<file path="src/rtl/core/cswt_pkg.sv">
// ----------------------------------------------------------------------------
// cswt_pkg
// Types, constants and character classification shared by the tokenizer.
// ----------------------------------------------------------------------------
package cswt_pkg;

  // token codes
  localparam logic [4:0] T_POW   = 5'd26;
  localparam logic [4:0] T_SCALE = 5'd27;
  localparam logic [4:0] T_END   = 5'd30;
  localparam logic [4:0] T_START = 5'd31;

  // most tokens one item can cause
  localparam int MAX_RES = 5;
  localparam int CNT_W   = $clog2(MAX_RES + 1);
  localparam int IDX_W   = $clog2(MAX_RES);

  // default depth of the job queue between front and back
  localparam int QUEUE_DEPTH = 2;

  // input item commands
  localparam logic CMD_CHAR = 1'b0;
  localparam logic CMD_EOW  = 1'b1;

  typedef struct packed {
    logic       cmd;
    logic [7:0] ch;
  } in_item_t;

  typedef struct packed {
    logic [4:0] token;
    logic       run_last;
    logic       word_end;
    logic       error;
  } out_item_t;

  // one input item worth of results, built by the front
  typedef struct packed {
    logic [MAX_RES-1:0][4:0] toks;
    logic [CNT_W-1:0]        cnt;
    logic                    err;
    logic                    word_end;
  } job_t;

  // queue status seen by front and back
  typedef struct packed {
    logic full;
    logic empty;
  } q_status_t;

  typedef enum logic [2:0] {
    CC_DIGIT,
    CC_WORD,
    CC_SPECIAL,
    CC_PUNCT,
    CC_BAD
  } char_class_t;

  typedef struct packed {
    char_class_t cls;
    logic [4:0]  code;
  } char_info_t;

  // index of a byte in the punctuation list, valid flag in the top bit
  function automatic logic [5:0] punct_lookup(input logic [7:0] c);
    logic [5:0] r;
    r = '0;
    case (c)
      8'h21: r = {1'b1, 5'd0};   // !
      8'h22: r = {1'b1, 5'd1};   // "
      8'h23: r = {1'b1, 5'd2};   // #
      8'h24: r = {1'b1, 5'd3};   // $
      8'h25: r = {1'b1, 5'd4};   // %
      8'h26: r = {1'b1, 5'd5};   // &
      8'h27: r = {1'b1, 5'd6};   // '
      8'h28: r = {1'b1, 5'd7};   // (
      8'h29: r = {1'b1, 5'd8};   // )
      8'h2a: r = {1'b1, 5'd9};   // *
      8'h2b: r = {1'b1, 5'd10};  // +
      8'h2c: r = {1'b1, 5'd11};  // ,
      8'h2f: r = {1'b1, 5'd12};  // /
      8'h3a: r = {1'b1, 5'd13};  // :
      8'h3b: r = {1'b1, 5'd14};  // ;
      8'h3c: r = {1'b1, 5'd15};  // <
      8'h3d: r = {1'b1, 5'd16};  // =
      8'h3e: r = {1'b1, 5'd17};  // >
      8'h3f: r = {1'b1, 5'd18};  // ?
      8'h5b: r = {1'b1, 5'd19};  // [
      8'h5c: r = {1'b1, 5'd20};  // backslash
      8'h5d: r = {1'b1, 5'd21};  // ]
      8'h5e: r = {1'b1, 5'd22};  // ^
      8'h5f: r = {1'b1, 5'd23};  // _
      8'h60: r = {1'b1, 5'd24};  // backtick
      8'h7b: r = {1'b1, 5'd25};  // {
      8'h7c: r = {1'b1, 5'd26};  // |
      8'h7d: r = {1'b1, 5'd27};  // }
      default: r = '0;
    endcase
    return r;
  endfunction

  // class and in-context code of one byte
  function automatic char_info_t classify(input logic [7:0] c);
    char_info_t ci;
    logic [5:0] p;
    logic [7:0] diff;
    p       = punct_lookup(c);
    ci.cls  = CC_BAD;
    ci.code = '0;
    if (c inside {[8'h30:8'h39]}) begin
      diff    = c - 8'h30;
      ci.cls  = CC_DIGIT;
      ci.code = diff[4:0];
    end else if (c inside {[8'h41:8'h5a]}) begin
      diff    = c - 8'h41;
      ci.cls  = CC_WORD;
      ci.code = diff[4:0];
    end else if (c == 8'h20) begin
      ci.cls  = CC_WORD;
      ci.code = T_POW;
    end else if (c == 8'h2e) begin
      ci.cls  = CC_WORD;
      ci.code = T_SCALE;
    end else if (c inside {[8'h61:8'h7a]}) begin
      diff    = c - 8'h61;
      ci.cls  = CC_SPECIAL;
      ci.code = diff[4:0];
    end else if (c == 8'h40) begin
      ci.cls  = CC_SPECIAL;
      ci.code = T_POW;
    end else if (c == 8'h2d) begin
      ci.cls  = CC_SPECIAL;
      ci.code = T_SCALE;
    end else if (p[5]) begin
      ci.cls  = CC_PUNCT;
      ci.code = p[4:0];
    end
    return ci;
  endfunction

endpackage

</file>
<file path="src/rtl/core/cswt_front.sv">
// ----------------------------------------------------------------------------
// cswt_front
// Accepts input items, tracks the coder context and builds each item's run.
// ----------------------------------------------------------------------------
module cswt_front (
  input  logic                clk,
  input  logic                rst_n,
  input  logic                push,
  output logic                full,
  input  cswt_pkg::in_item_t  in_data,
  input  cswt_pkg::q_status_t q_status,
  output logic                enq,
  output cswt_pkg::job_t      enq_job
);
  import cswt_pkg::*;

  logic [1:0] depth_r, depth_nxt;
  logic       word_open_r, word_open_nxt;
  logic       discarding_r, discarding_nxt;

  logic             accept;
  char_info_t       ci;
  logic [4:0]       t [MAX_RES];
  logic [CNT_W-1:0] n;
  logic             err;
  logic             we;

  assign full   = q_status.full;
  assign accept = push && !q_status.full;
  assign ci     = classify(in_data.ch);

  // build the token run and the next context
  always_comb begin
    for (int i = 0; i < MAX_RES; i++) t[i] = '0;
    n              = '0;
    err            = 1'b0;
    we             = 1'b0;
    depth_nxt      = depth_r;
    word_open_nxt  = word_open_r;
    discarding_nxt = discarding_r;

    if (in_data.cmd == CMD_EOW) begin
      if (discarding_r) begin
        depth_nxt      = '0;
        word_open_nxt  = 1'b0;
        discarding_nxt = 1'b0;
      end else begin
        if (!word_open_r) begin
          t[n] = T_START; n = n + 1'b1;
          depth_nxt = '0;
        end
        for (int k = 0; k < 3; k++) begin
          if (2'(k) < depth_nxt) begin
            t[n] = T_END; n = n + 1'b1;
          end
        end
        t[n] = T_END; n = n + 1'b1;
        we            = 1'b1;
        word_open_nxt = 1'b0;
        depth_nxt     = '0;
      end
    end else if (!discarding_r) begin
      // open the word unless the byte is uncodeable
      if (ci.cls != CC_BAD && !word_open_r) begin
        t[n] = T_START; n = n + 1'b1;
        word_open_nxt = 1'b1;
        depth_nxt     = '0;
      end
      case (ci.cls)
        CC_DIGIT: begin
          for (int k = 0; k < 3; k++) begin
            if (2'(k) < depth_nxt) begin
              t[n] = T_END; n = n + 1'b1;
            end
          end
          depth_nxt = '0;
          t[n] = T_END;   n = n + 1'b1;
          t[n] = ci.code; n = n + 1'b1;
          t[n] = T_START; n = n + 1'b1;
        end
        CC_WORD: begin
          for (int k = 0; k < 3; k++) begin
            if (2'(k) < depth_nxt) begin
              t[n] = T_END; n = n + 1'b1;
            end
          end
          depth_nxt = '0;
          t[n] = ci.code; n = n + 1'b1;
        end
        CC_SPECIAL: begin
          if (depth_nxt > 2'd1) begin
            t[n] = T_END; n = n + 1'b1;
            depth_nxt = 2'd1;
          end else if (depth_nxt < 2'd1) begin
            t[n] = T_START; n = n + 1'b1;
            depth_nxt = 2'd1;
          end
          t[n] = ci.code; n = n + 1'b1;
        end
        CC_PUNCT: begin
          if (depth_nxt < 2'd2) begin
            if (depth_nxt < 2'd1) begin
              t[n] = T_START; n = n + 1'b1;
            end
            t[n] = T_START; n = n + 1'b1;
            depth_nxt = 2'd2;
          end
          t[n] = ci.code; n = n + 1'b1;
        end
        default: begin
          // uncodeable byte: single error result, drop rest of word
          t[n] = '0; n = n + 1'b1;
          err            = 1'b1;
          we             = 1'b1;
          discarding_nxt = 1'b1;
        end
      endcase
    end
  end

  // job for the queue
  always_comb begin
    for (int i = 0; i < MAX_RES; i++) enq_job.toks[i] = t[i];
    enq_job.cnt      = n;
    enq_job.err      = err;
    enq_job.word_end = we;
  end

  assign enq = accept && (n != '0);

  // context state
  always_ff @(posedge clk) begin
    if (!rst_n) begin
      depth_r      <= '0;
      word_open_r  <= 1'b0;
      discarding_r <= 1'b0;
    end else if (accept) begin
      depth_r      <= depth_nxt;
      word_open_r  <= word_open_nxt;
      discarding_r <= discarding_nxt;
    end
  end

endmodule

</file>
<file path="src/rtl/core/cswt_queue.sv">
// ----------------------------------------------------------------------------
// cswt_queue
// Short job queue that decouples the front from the back.
// ----------------------------------------------------------------------------
module cswt_queue #(
  parameter int Depth = cswt_pkg::QUEUE_DEPTH
) (
  input  logic                clk,
  input  logic                rst_n,
  input  logic                wr_en,
  input  cswt_pkg::job_t      wr_data,
  input  logic                rd_en,
  output cswt_pkg::job_t      rd_data,
  output cswt_pkg::q_status_t status
);
  import cswt_pkg::*;

  localparam int PtrW = (Depth > 1) ? $clog2(Depth) : 1;
  localparam int CntW = $clog2(Depth + 1);
  localparam logic [PtrW-1:0] LastPtr = PtrW'(Depth - 1);
  localparam logic [CntW-1:0] FullCnt = CntW'(Depth);

  job_t            mem [Depth];
  logic [PtrW-1:0] wr_ptr_r, wr_ptr_nxt;
  logic [PtrW-1:0] rd_ptr_r, rd_ptr_nxt;
  logic [CntW-1:0] count_r, count_nxt;

  assign status.full  = (count_r == FullCnt);
  assign status.empty = (count_r == '0);
  assign rd_data      = mem[rd_ptr_r];

  // pointer and count update
  always_comb begin
    wr_ptr_nxt = wr_ptr_r;
    rd_ptr_nxt = rd_ptr_r;
    count_nxt  = count_r;
    if (wr_en) wr_ptr_nxt = (wr_ptr_r == LastPtr) ? '0 : wr_ptr_r + 1'b1;
    if (rd_en) rd_ptr_nxt = (rd_ptr_r == LastPtr) ? '0 : rd_ptr_r + 1'b1;
    if (wr_en && !rd_en) count_nxt = count_r + 1'b1;
    else if (rd_en && !wr_en) count_nxt = count_r - 1'b1;
  end

  always_ff @(posedge clk) begin
    if (!rst_n) begin
      wr_ptr_r <= '0;
      rd_ptr_r <= '0;
      count_r  <= '0;
    end else begin
      wr_ptr_r <= wr_ptr_nxt;
      rd_ptr_r <= rd_ptr_nxt;
      count_r  <= count_nxt;
    end
  end

  // storage
  always_ff @(posedge clk) begin
    if (wr_en) mem[wr_ptr_r] <= wr_data;
  end

endmodule

</file>
<file path="src/rtl/core/cswt_back.sv">
// ----------------------------------------------------------------------------
// cswt_back
// Steps the run into the output register, one token per cycle unless stalled.
// ----------------------------------------------------------------------------
module cswt_back (
  input  logic                clk,
  input  logic                rst_n,
  input  cswt_pkg::job_t      head,
  input  cswt_pkg::q_status_t q_status,
  output logic                deq,
  output logic                empty,
  input  logic                pop,
  output cswt_pkg::out_item_t out_data
);
  import cswt_pkg::*;

  logic             out_valid_r, out_valid_nxt;
  out_item_t        out_data_r, out_data_nxt;
  logic [IDX_W-1:0] idx_r, idx_nxt;
  logic             load;
  logic             last;
  logic [CNT_W-1:0] idx_inc;

  assign empty    = !out_valid_r;
  assign out_data = out_data_r;

  // next token of the head run into the output slot
  always_comb begin
    load    = !q_status.empty && (!out_valid_r || pop);
    idx_inc = CNT_W'(idx_r) + 1'b1;
    last    = (idx_inc == head.cnt);
    deq     = load && last;

    out_valid_nxt = out_valid_r;
    out_data_nxt  = out_data_r;
    idx_nxt       = idx_r;
    if (pop && out_valid_r) out_valid_nxt = 1'b0;
    if (load) begin
      out_valid_nxt         = 1'b1;
      out_data_nxt.token    = head.toks[idx_r];
      out_data_nxt.run_last = last;
      out_data_nxt.word_end = last && head.word_end;
      out_data_nxt.error    = head.err;
      idx_nxt               = last ? '0 : idx_inc[IDX_W-1:0];
    end
  end

  always_ff @(posedge clk) begin
    if (!rst_n) begin
      out_valid_r <= 1'b0;
      idx_r       <= '0;
    end else begin
      out_valid_r <= out_valid_nxt;
      idx_r       <= idx_nxt;
    end
  end

  always_ff @(posedge clk) begin
    out_data_r <= out_data_nxt;
  end

endmodule

</file>
<file path="src/rtl/core/context_switching_word_tokenizer_unit.sv">
// ----------------------------------------------------------------------------
// context_switching_word_tokenizer_unit
// Character-per-item word coder emitting 5-bit context-switching tokens.
// ----------------------------------------------------------------------------
// Push one character, or an end-of-word marker, per transaction; the block
// pops out the 5-bit tokens of the context-switching word coder, one per
// transaction, with run_last on the last token of each item and word_end on the
// final token or error of a word. The front takes one item per cycle whenever
// the job queue (QueueDepth entries) has room and builds the whole token run
// of that item in the same cycle. The back delivers one token per cycle while
// the output register is free or popped, so an item takes one output slot per
// token: none for bytes dropped after an error, one for most characters, up to
// five for a digit that closes two nested contexts. Sustained throughput is set
// by the output channel at one token per cycle; the first token of an item
// passes through the job queue and then the output register to the ports.
// ----------------------------------------------------------------------------
module context_switching_word_tokenizer_unit #(
  parameter int QueueDepth = cswt_pkg::QUEUE_DEPTH
) (
  input  logic                clk,
  input  logic                rst_n,
  input  logic                push,
  output logic                full,
  input  cswt_pkg::in_item_t  in_data,
  output logic                empty,
  input  logic                pop,
  output cswt_pkg::out_item_t out_data
);
  import cswt_pkg::*;

  logic      enq;
  logic      deq;
  job_t      enq_job;
  job_t      head;
  q_status_t q_status;

  // classify and build token runs
  cswt_front u_front (
    .clk      (clk),
    .rst_n    (rst_n),
    .push     (push),
    .full     (full),
    .in_data  (in_data),
    .q_status (q_status),
    .enq      (enq),
    .enq_job  (enq_job)
  );

  // decoupling queue
  cswt_queue #(
    .Depth (QueueDepth)
  ) u_queue (
    .clk     (clk),
    .rst_n   (rst_n),
    .wr_en   (enq),
    .wr_data (enq_job),
    .rd_en   (deq),
    .rd_data (head),
    .status  (q_status)
  );

  // token sequencer and output register
  cswt_back u_back (
    .clk      (clk),
    .rst_n    (rst_n),
    .head     (head),
    .q_status (q_status),
    .deq      (deq),
    .empty    (empty),
    .pop      (pop),
    .out_data (out_data)
  );

endmodule
</file>
<file path="config.mk">
export PLATFORM = sky130hd
export DESIGN_NAME = context_switching_word_tokenizer_unit
export DESIGN_NICKNAME = d
export VERILOG_FILES = /design/src/rtl/core/cswt_pkg.sv /design/src/rtl/core/cswt_front.sv /design/src/rtl/core/cswt_queue.sv /design/src/rtl/core/cswt_back.sv /design/src/rtl/core/context_switching_word_tokenizer_unit.sv
export SDC_FILE = /design/constraint.sdc
export NUM_CORES = 1
export LEC_CHECK = 0
export ABC_AREA = 1
export CELL_PAD_IN_SITES_DETAIL_PLACEMENT = 0
export CELL_PAD_IN_SITES_GLOBAL_PLACEMENT = 2
export CORE_MARGIN = 4
export CORE_UTILIZATION = 38
export CTS_BUF_LIST = sky130_fd_sc_hd__clkbuf_8 sky130_fd_sc_hd__clkbuf_16
export DETAILED_ROUTE_END_ITERATION = 8
export DONT_BUFFER_PORTS = 1
export GPL_ROUTABILITY_DRIVEN = 0
export HOLD_SLACK_MARGIN = 0.1
export PLACE_DENSITY = 0.85
export SLEW_MARGIN = 20
export SYNTH_ARGS = -nofsm -noshare
export SYNTH_HDL_FRONTEND = slang
export SYNTH_SLANG_ARGS = --single-unit
</file>
<file path="constraint.sdc">
create_clock -name clk -period 6.79 [get_ports clk]
set_clock_uncertainty 0.2 [all_clocks]
set_input_delay 1.358 -clock clk [delete_from_list [all_inputs] [get_ports clk]]
set_output_delay 1.358 -clock clk [all_outputs]
set_load 0.005 [all_outputs]
</file>
==> results of run 1 <==
==> critical path: cells and delay by family <==
family | cells | cell delay, ns
AO/OA/AOI/OAI | 11 | 1.64
AND/OR/NAND/NOR | 9 | 1.05
adder cells (fa/ha/maj) | 4 | 1.09
buffers and inverters | 6 | 0.49
==> per-layer routing <==
metal / global-route usage / share of wire / routed length [um] / vias up
met5: 0 / 0 / 0 / -
met4: 0.0680 / 0.024 / 364 / 0
met3: 0.0258 / 0.034 / 520 / 27
met2: 0.296 / 0.46 / 7030 / 137
met1: 0.275 / 0.49 / 7460 / 2317
li1: - / - / - / 2439
==> flip-flops by register name, indices dropped and copies added, names as in the netlist, named ones only <==
signal,count
u_back.idx_r,3
u_back.out_data,8
u_back.out_valid_r,1
u_front.depth_r,2
u_front.discarding_r,1
u_front.word_open_r,1
u_queue.count_r,2
u_queue.mem,60
u_queue.rd_ptr_r,1
u_queue.wr_ptr_r,1
==> cell usage after synthesis, types with 2 or more instances <==
| cell | instances |
|---|---|
| mux2i_1 | 10 |
| a21oi_1 | 43 |
| nand4_1 | 6 |
| nor2_2 | 3 |
| nor3_1 | 5 |
| o21ai_1 | 10 |
| ha_1 | 20 |
| o21ai_0 | 69 |
| buf_1 | 2 |
| clkbuf_1 | 10 |
| nand3_2 | 3 |
| nand2_2 | 7 |
| nand3_1 | 41 |
| nor2_1 | 75 |
| buf_2 | 3 |
| inv_1 | 77 |
| o31ai_1 | 2 |
| o2111ai_1 | 3 |
| a31o_2 | 6 |
| a31oi_1 | 5 |
| xor2_1 | 7 |
| a32oi_1 | 3 |
| o221ai_1 | 10 |
| o21bai_1 | 2 |
| edfxtp_1 | 68 |
| dfxtp_1 | 13 |
| o211ai_1 | 5 |
| nand2_1 | 184 |
| buf_4 | 3 |
| inv_2 | 8 |
==> final cells by class <==
cell class / instances / area [um^2] / area share
timing repair buffer: 7 / 52.6 / 0.00870
clock buffer: 13 / 303 / 0.0501
clock inverter: 3 / 50.0 / 0.00829
multi-input combinational: 531 / 2780 / 0.460
inverter: 87 / 329 / 0.0545
sequential: 81 / 2300 / 0.381
tap: 180 / 225 / 0.0373
==> power by group <==
group,leakage [nW],total [mW],switching (mW),internal [mW]
logic,1.67,0.562,0.385,0.177
registers,0.757,0.730,0.0538,0.677
clock network,0.174,0.549,0.196,0.353
total,2.61,1.84,0.635,1.21
==> metrics by stage <==
stage	instances	worst slack, ns
after CTS	902	1.24
after detailed placement	886	0.862
final	902	1.19
after global placement	886	1.05
after global routing	902	0.555
after floorplan	718	0.656
==> logic make-up (layout without fill, tap and decap cells) <==
group,Yosys count,in the layout,synth area share
and+or+nand+nor,328,328,0.250
AOI/OAI and AO/OA,166,166,0.180
buffers and inverters,106,110,0.0769
DFF,81,81,0.418
adders and majority gates,20,20,0.0455
muxes,10,10,0.0182
xor gates and xnor gates,7,7,0.0111
==> final timing paths <==
| kind | startpoint | end | slack (ns) | cells past startpoint |
|---|---|---|---|---|
| max reg2reg | u_front.word_open_r$_SDFFE_PN0P_ | u_queue.count_r[1]$_SDFFE_PN0P_ | 2.91 | 23 |
| max | in_data[1] | u_queue.count_r[1]$_SDFFE_PN0P_ | 1.19 | 30 |
| min | u_queue.rd_ptr_r$_SDFFE_PN0P_ | u_queue.rd_ptr_r$_SDFFE_PN0P_ | 0.31 | 2 |
| min reg2reg | u_queue.rd_ptr_r$_SDFFE_PN0P_ | u_queue.rd_ptr_r$_SDFFE_PN0P_ | 0.31 | 2 |
==> out/summary.txt, run 1 <==
status: finished clean
# setup viols final: 0
syn_area_per_cell: 7.66 um^2
vias in the first global route: 4726
Critical Path RT: 6.81 ns
cts hold-fix bufs: 0
WP data arrival: 5.62 ns
vias: 4920
total gr overflow: 0
worst hold slack: 0.305 ns
vias per cell: 5.45
CTS tree: built
cell taking the most area after synthesis: edfxtp_1
DRT antenna net count: 0
Async S/R FF share, synth: 0
Netlist cell types: 45
# rows: 43
Leak: 2.61 nW
CORE AREA: 14000 um^2
Die Y: 128 um
Antenna diodes: 0
CTS clock-pin slew for the worst setup and hold paths: 0.06 ns
HP Class: register to register
first-pass GRT wire length: 25.0 mm
Final TNS setup: 0 ns
slowest cell delay on critical path: 0.32 ns
CTS H-tree depth: 3
Final Hold Viols: 0
Slew HR: 0.425
Setup CP Type: input port to register
fin. max-slew vios: 0
Yosys reg bits: 81
die area: 16500 um^2
post-synthesis cell count: 718
Slowest cell on crit path: ha_1
hpwl dp: 11.7 mm
RSZ-0062 raised after global routing: false
Pre-antenna DRT Iters: 5
1st-iter DRT viols: 482
final instance area: 6040 um^2
CP Max Fanout: 6
minimum clock period: 5.60 ns
Max clock buf depth: 2
fillcell total: 1398
most frequent CP cell: inv_1
Total GRT Usage: 0.192
commonest non-fill, non-tap cells in the layout: 184 x nand2_1, 77 x inv_1, 74 x nor2_1
drt total wl: 15.4 mm
Area after DPL: 5690 um^2
P&R area growth vs syn: 9.80%
worst skew pair latency: 0.33 ns
Max rail drop VDD: 0.130 mV
wire per inst: 17.0 um
actual slew at the worst max-slew pin: 0.862 ns
Seq/Total Area, Yosys: 0.418
Post-synth EDFFs: 68
proportion of layout cells with a drive suffix above 1: 0.0803
Clock Sink Count: 81
area share of the largest cell type after synthesis: 0.371
I/O Buffers: 0
startpoint types: input port
cts bufs inserted: 9
DRC Markers: 0
commonest non-fill, non-tap cell in the layout: nand2_1
Final nets: 750
clk root buf: clkbuf_16
overall power: 1.84 mW
Post-CTS Setup Bufs: 0
fin crit share: 0.824
YS warnings: 0
Chip Width: 128 um
synthesized cell area: 5500 um^2
Mapped Nets: 751
Cell Pwr Density: 305 nW/um^2
# resized after CTS: 0
Main synth FF type: edfxtp_1
top cells by area, synth: edfxtp_1 37%, nand2_1 13%, o21ai_0 6.3%
CP Capture Type: register
initial antenna violation count: 0
largest net degree at the start of global routing: 31
MaxCap Viol Count: 0
Achievable Freq: 179 MHz
fin util: 0.430
# IOs: 23
initial core utilization: 0.392
No activity file was read; power rests on OpenSTA's default activity.
==> run 2, diff against run 1 <==
- ABC_AREA: 1 -> 0
- PLACE_DENSITY: 0.85 -> 0.82
- clock period: 6.79 -> 4.8 ns (I/O delays scaled with it)
==> out/summary.txt, run 2 <==
vias in the first global route: 5446
met3 Usage GRT: 0.0368
vias per cell: 6.10
# rows: 44
initial core utilization: 0.390
fin. max-slew vios: 0
Reg with most FFs: u_queue.mem
top-count cell post-synth: edfxtp_1
Chip Width: 130 um
DRT antenna net count: 0
P&R area growth vs syn: 32.6%
Setup WS pre-CTS: -0.719 ns
Yosys reg bits: 81
vias: 5450
# setup viols final: 63
Antenna diodes: 0
WHS Path Cells: 2
Post-synth EDFFs: 68
drt total wl: 19.1 mm
hpwl dp: 13.7 mm
PnR worst setup slack: -0.228 ns
CP Capture Type: register
Top Usage Layer GRT: met2
Final Hold Viols: 0
Setup CP Type: input port to register
commonest non-fill, non-tap cell in the layout: buf_4
Achievable Freq: 199 MHz
DRC Markers: 0
status: finished with violations
met2 Usage GRT: 0.393
HP Class: register to register
max reg flops: 60
startpoint types: input port
actual slew at the worst max-slew pin: 1.03 ns
commonest cells in the netlist: 68 x edfxtp_1, 50 x nor2_1, 48 x nand2_1
worst skew pair latency: 0.33 ns
Main synth FF type: edfxtp_1
Async S/R FF share, synth: 0
Total GRT Usage: 0.228
cell taking the most area after synthesis: edfxtp_1
crit-path leading delay family: simple AND/OR/NAND/NOR gates
synthesized cell area: 5680 um^2
clk root buf: clkbuf_16
Final nets: 737
CP Buf/Inv Count: 4
initial antenna violation count: 0
Cell Pwr Density: 360 nW/um^2
failing checks: setup timing
MaxCap Viol Count: 0
Area after DPL: 6730 um^2
Leak: 2.73 nW
proportion of layout cells with a drive suffix above 1: 0.326
Clock Sink Count: 81
Die Y: 130 um
fillcell total: 1306
1st-iter DRT viols: 507
die area: 17000 um^2
CP Max Fanout: 14
R2R setup slack: 0.81 ns
I/O Buffers: 0
CTS clock-pin slew for the worst setup and hold paths: 0.05 ns
Reg2Reg Depth: 19
top cells by area, synth: edfxtp_1 36%, dfxtp_1 4.6%, ha_1 4.4%
CTS H-tree depth: 3
commonest non-fill, non-tap cells in the layout: 117 x buf_4, 68 x edfxtp_1, 44 x nor2_1
cts bufs inserted: 9
Netlist cell types: 81
area share of the largest cell type after synthesis: 0.359
met1 usage: 0.282
largest net degree at the start of global routing: 31
Slew HR: 0.314
post-synthesis cell count: 600
slowest cell delay on critical path: 0.38 ns
fin crit share: 1.05
minimum clock period: 5.03 ns
first-pass GRT wire length: 29.8 mm
CTS tree: built
syn_area_per_cell: 9.47 um^2
total gr overflow: 0
Mapped Nets: 633
Max clock buf depth: 2
final instance area: 7540 um^2
YS warnings: 0
Pre-antenna DRT Iters: 5
Max rail drop VDD: 0.192 mV
fin util: 0.517
Critical Path RT: 4.86 ns
# IOs: 23
wire per inst: 21.4 um
CORE AREA: 14600 um^2
RSZ-0062 raised after global routing: true
WP data arrival: 5.09 ns
Slowest cell on crit path: or3b_4
Seq/Total Area, Yosys: 0.405
CP Depth: 26
run 2: cell count changes after synthesis, moves of 10 or more:
cell,previous run,this run
mux4_2,0,10
nand2_1,184,48
inv_1,77,29
a31oi_1,5,15
nor2_1,75,50
o22ai_1,0,10
o21ai_0,69,40
nor3_1,5,17
clkbuf_1,10,23
nand3_1,41,13
run 2: where the power goes:
| group | internal (mW) | switching, mW | leakage [nW] | total (mW) |
|---|---|---|---|---|
| registers | 0.954 | 0.0865 | 0.757 | 1.04 |
| logic | 0.474 | 0.545 | 1.82 | 1.02 |
| clock network | 0.398 | 0.255 | 0.148 | 0.652 |
| total | 1.83 | 0.886 | 2.73 | 2.71 |
run 2: logic make-up after synthesis:
logic type | share of synthesized area
compound gates | 0.246
xor+xnor | 0.0169
fa+ha+maj | 0.0440
buf+inv | 0.0513
flops | 0.405
mux | 0.0715
simple gates | 0.166
run 2: final timing paths:
kind,start,end
hold / removal,u_queue.rd_ptr_r$_SDFFE_PN0P_,register
setup / recovery,in_data[1],u_queue.count_r[1]$_SDFFE_PN0P_
setup reg to reg,u_front.word_open_r$_SDFFE_PN0P_,u_queue.count_r[1]$_SDFFE_PN0P_
hold reg to reg,u_queue.rd_ptr_r$_SDFFE_PN0P_,register
run 2: timing repair:
item,in CTS,in global routing
endpoints found under the setup margin,69,81
hold buffers,0,0
cloned,3,0
pin swaps,16,16
resized for setup,33,27
setup buffers,24,10
run 2: layer usage:
layer | up-vias | wire length, um
met4 | 0 | 610
li1 | 2502 | -
met3 | 56 | 1250
met5 | - | 0
met2 | 231 | 9600
met1 | 2661 | 7610
run 2: cell type report:
type                    count  area (um^2)  area share
flip-flops and latches     81         2300       0.305
clock buffers               9          225      0.0299
clock inverters             7         61.3     0.00813
repair buffers            133         1140       0.151
well taps                 184          230      0.0305
multi-input cells         446         3410       0.453
inverters                  33          168      0.0222
run 2: worst register-to-register path, stage by stage, from the launching register on:
cell and delay (ns):
dfxtp_1 0.77, a21oi_4 0.08, a21oi_4 0.24, inv_2 0.09, ha_4 0.18, nand2_4 0.06, a22oi_2 0.06, o31a_1 0.26
ha_1 0.34, nand2_2 0.10, nor2_2 0.05, a211oi_2 0.17, o31ai_2 0.11, o31ai_2 0.22, and2_4 0.20, inv_4 0.04
ha_4 0.14, xor2_1 0.14, or3_1 0.33, a21oi_2 0.11
run 2: stage by stage:
stage	cells	setup TNS (ns)	hold WS [ns]	power, mW
final	893	-9.67	0.312	2.71
after CTS	888	-11.12	0.314	2.69
after global placement	846	-27.98	0.286	1.92
after floorplan	600	-60.25	0.272	1.65
after global routing	893	-16.64	0.343	2.86
after detailed placement	846	-35.26	0.300	1.94
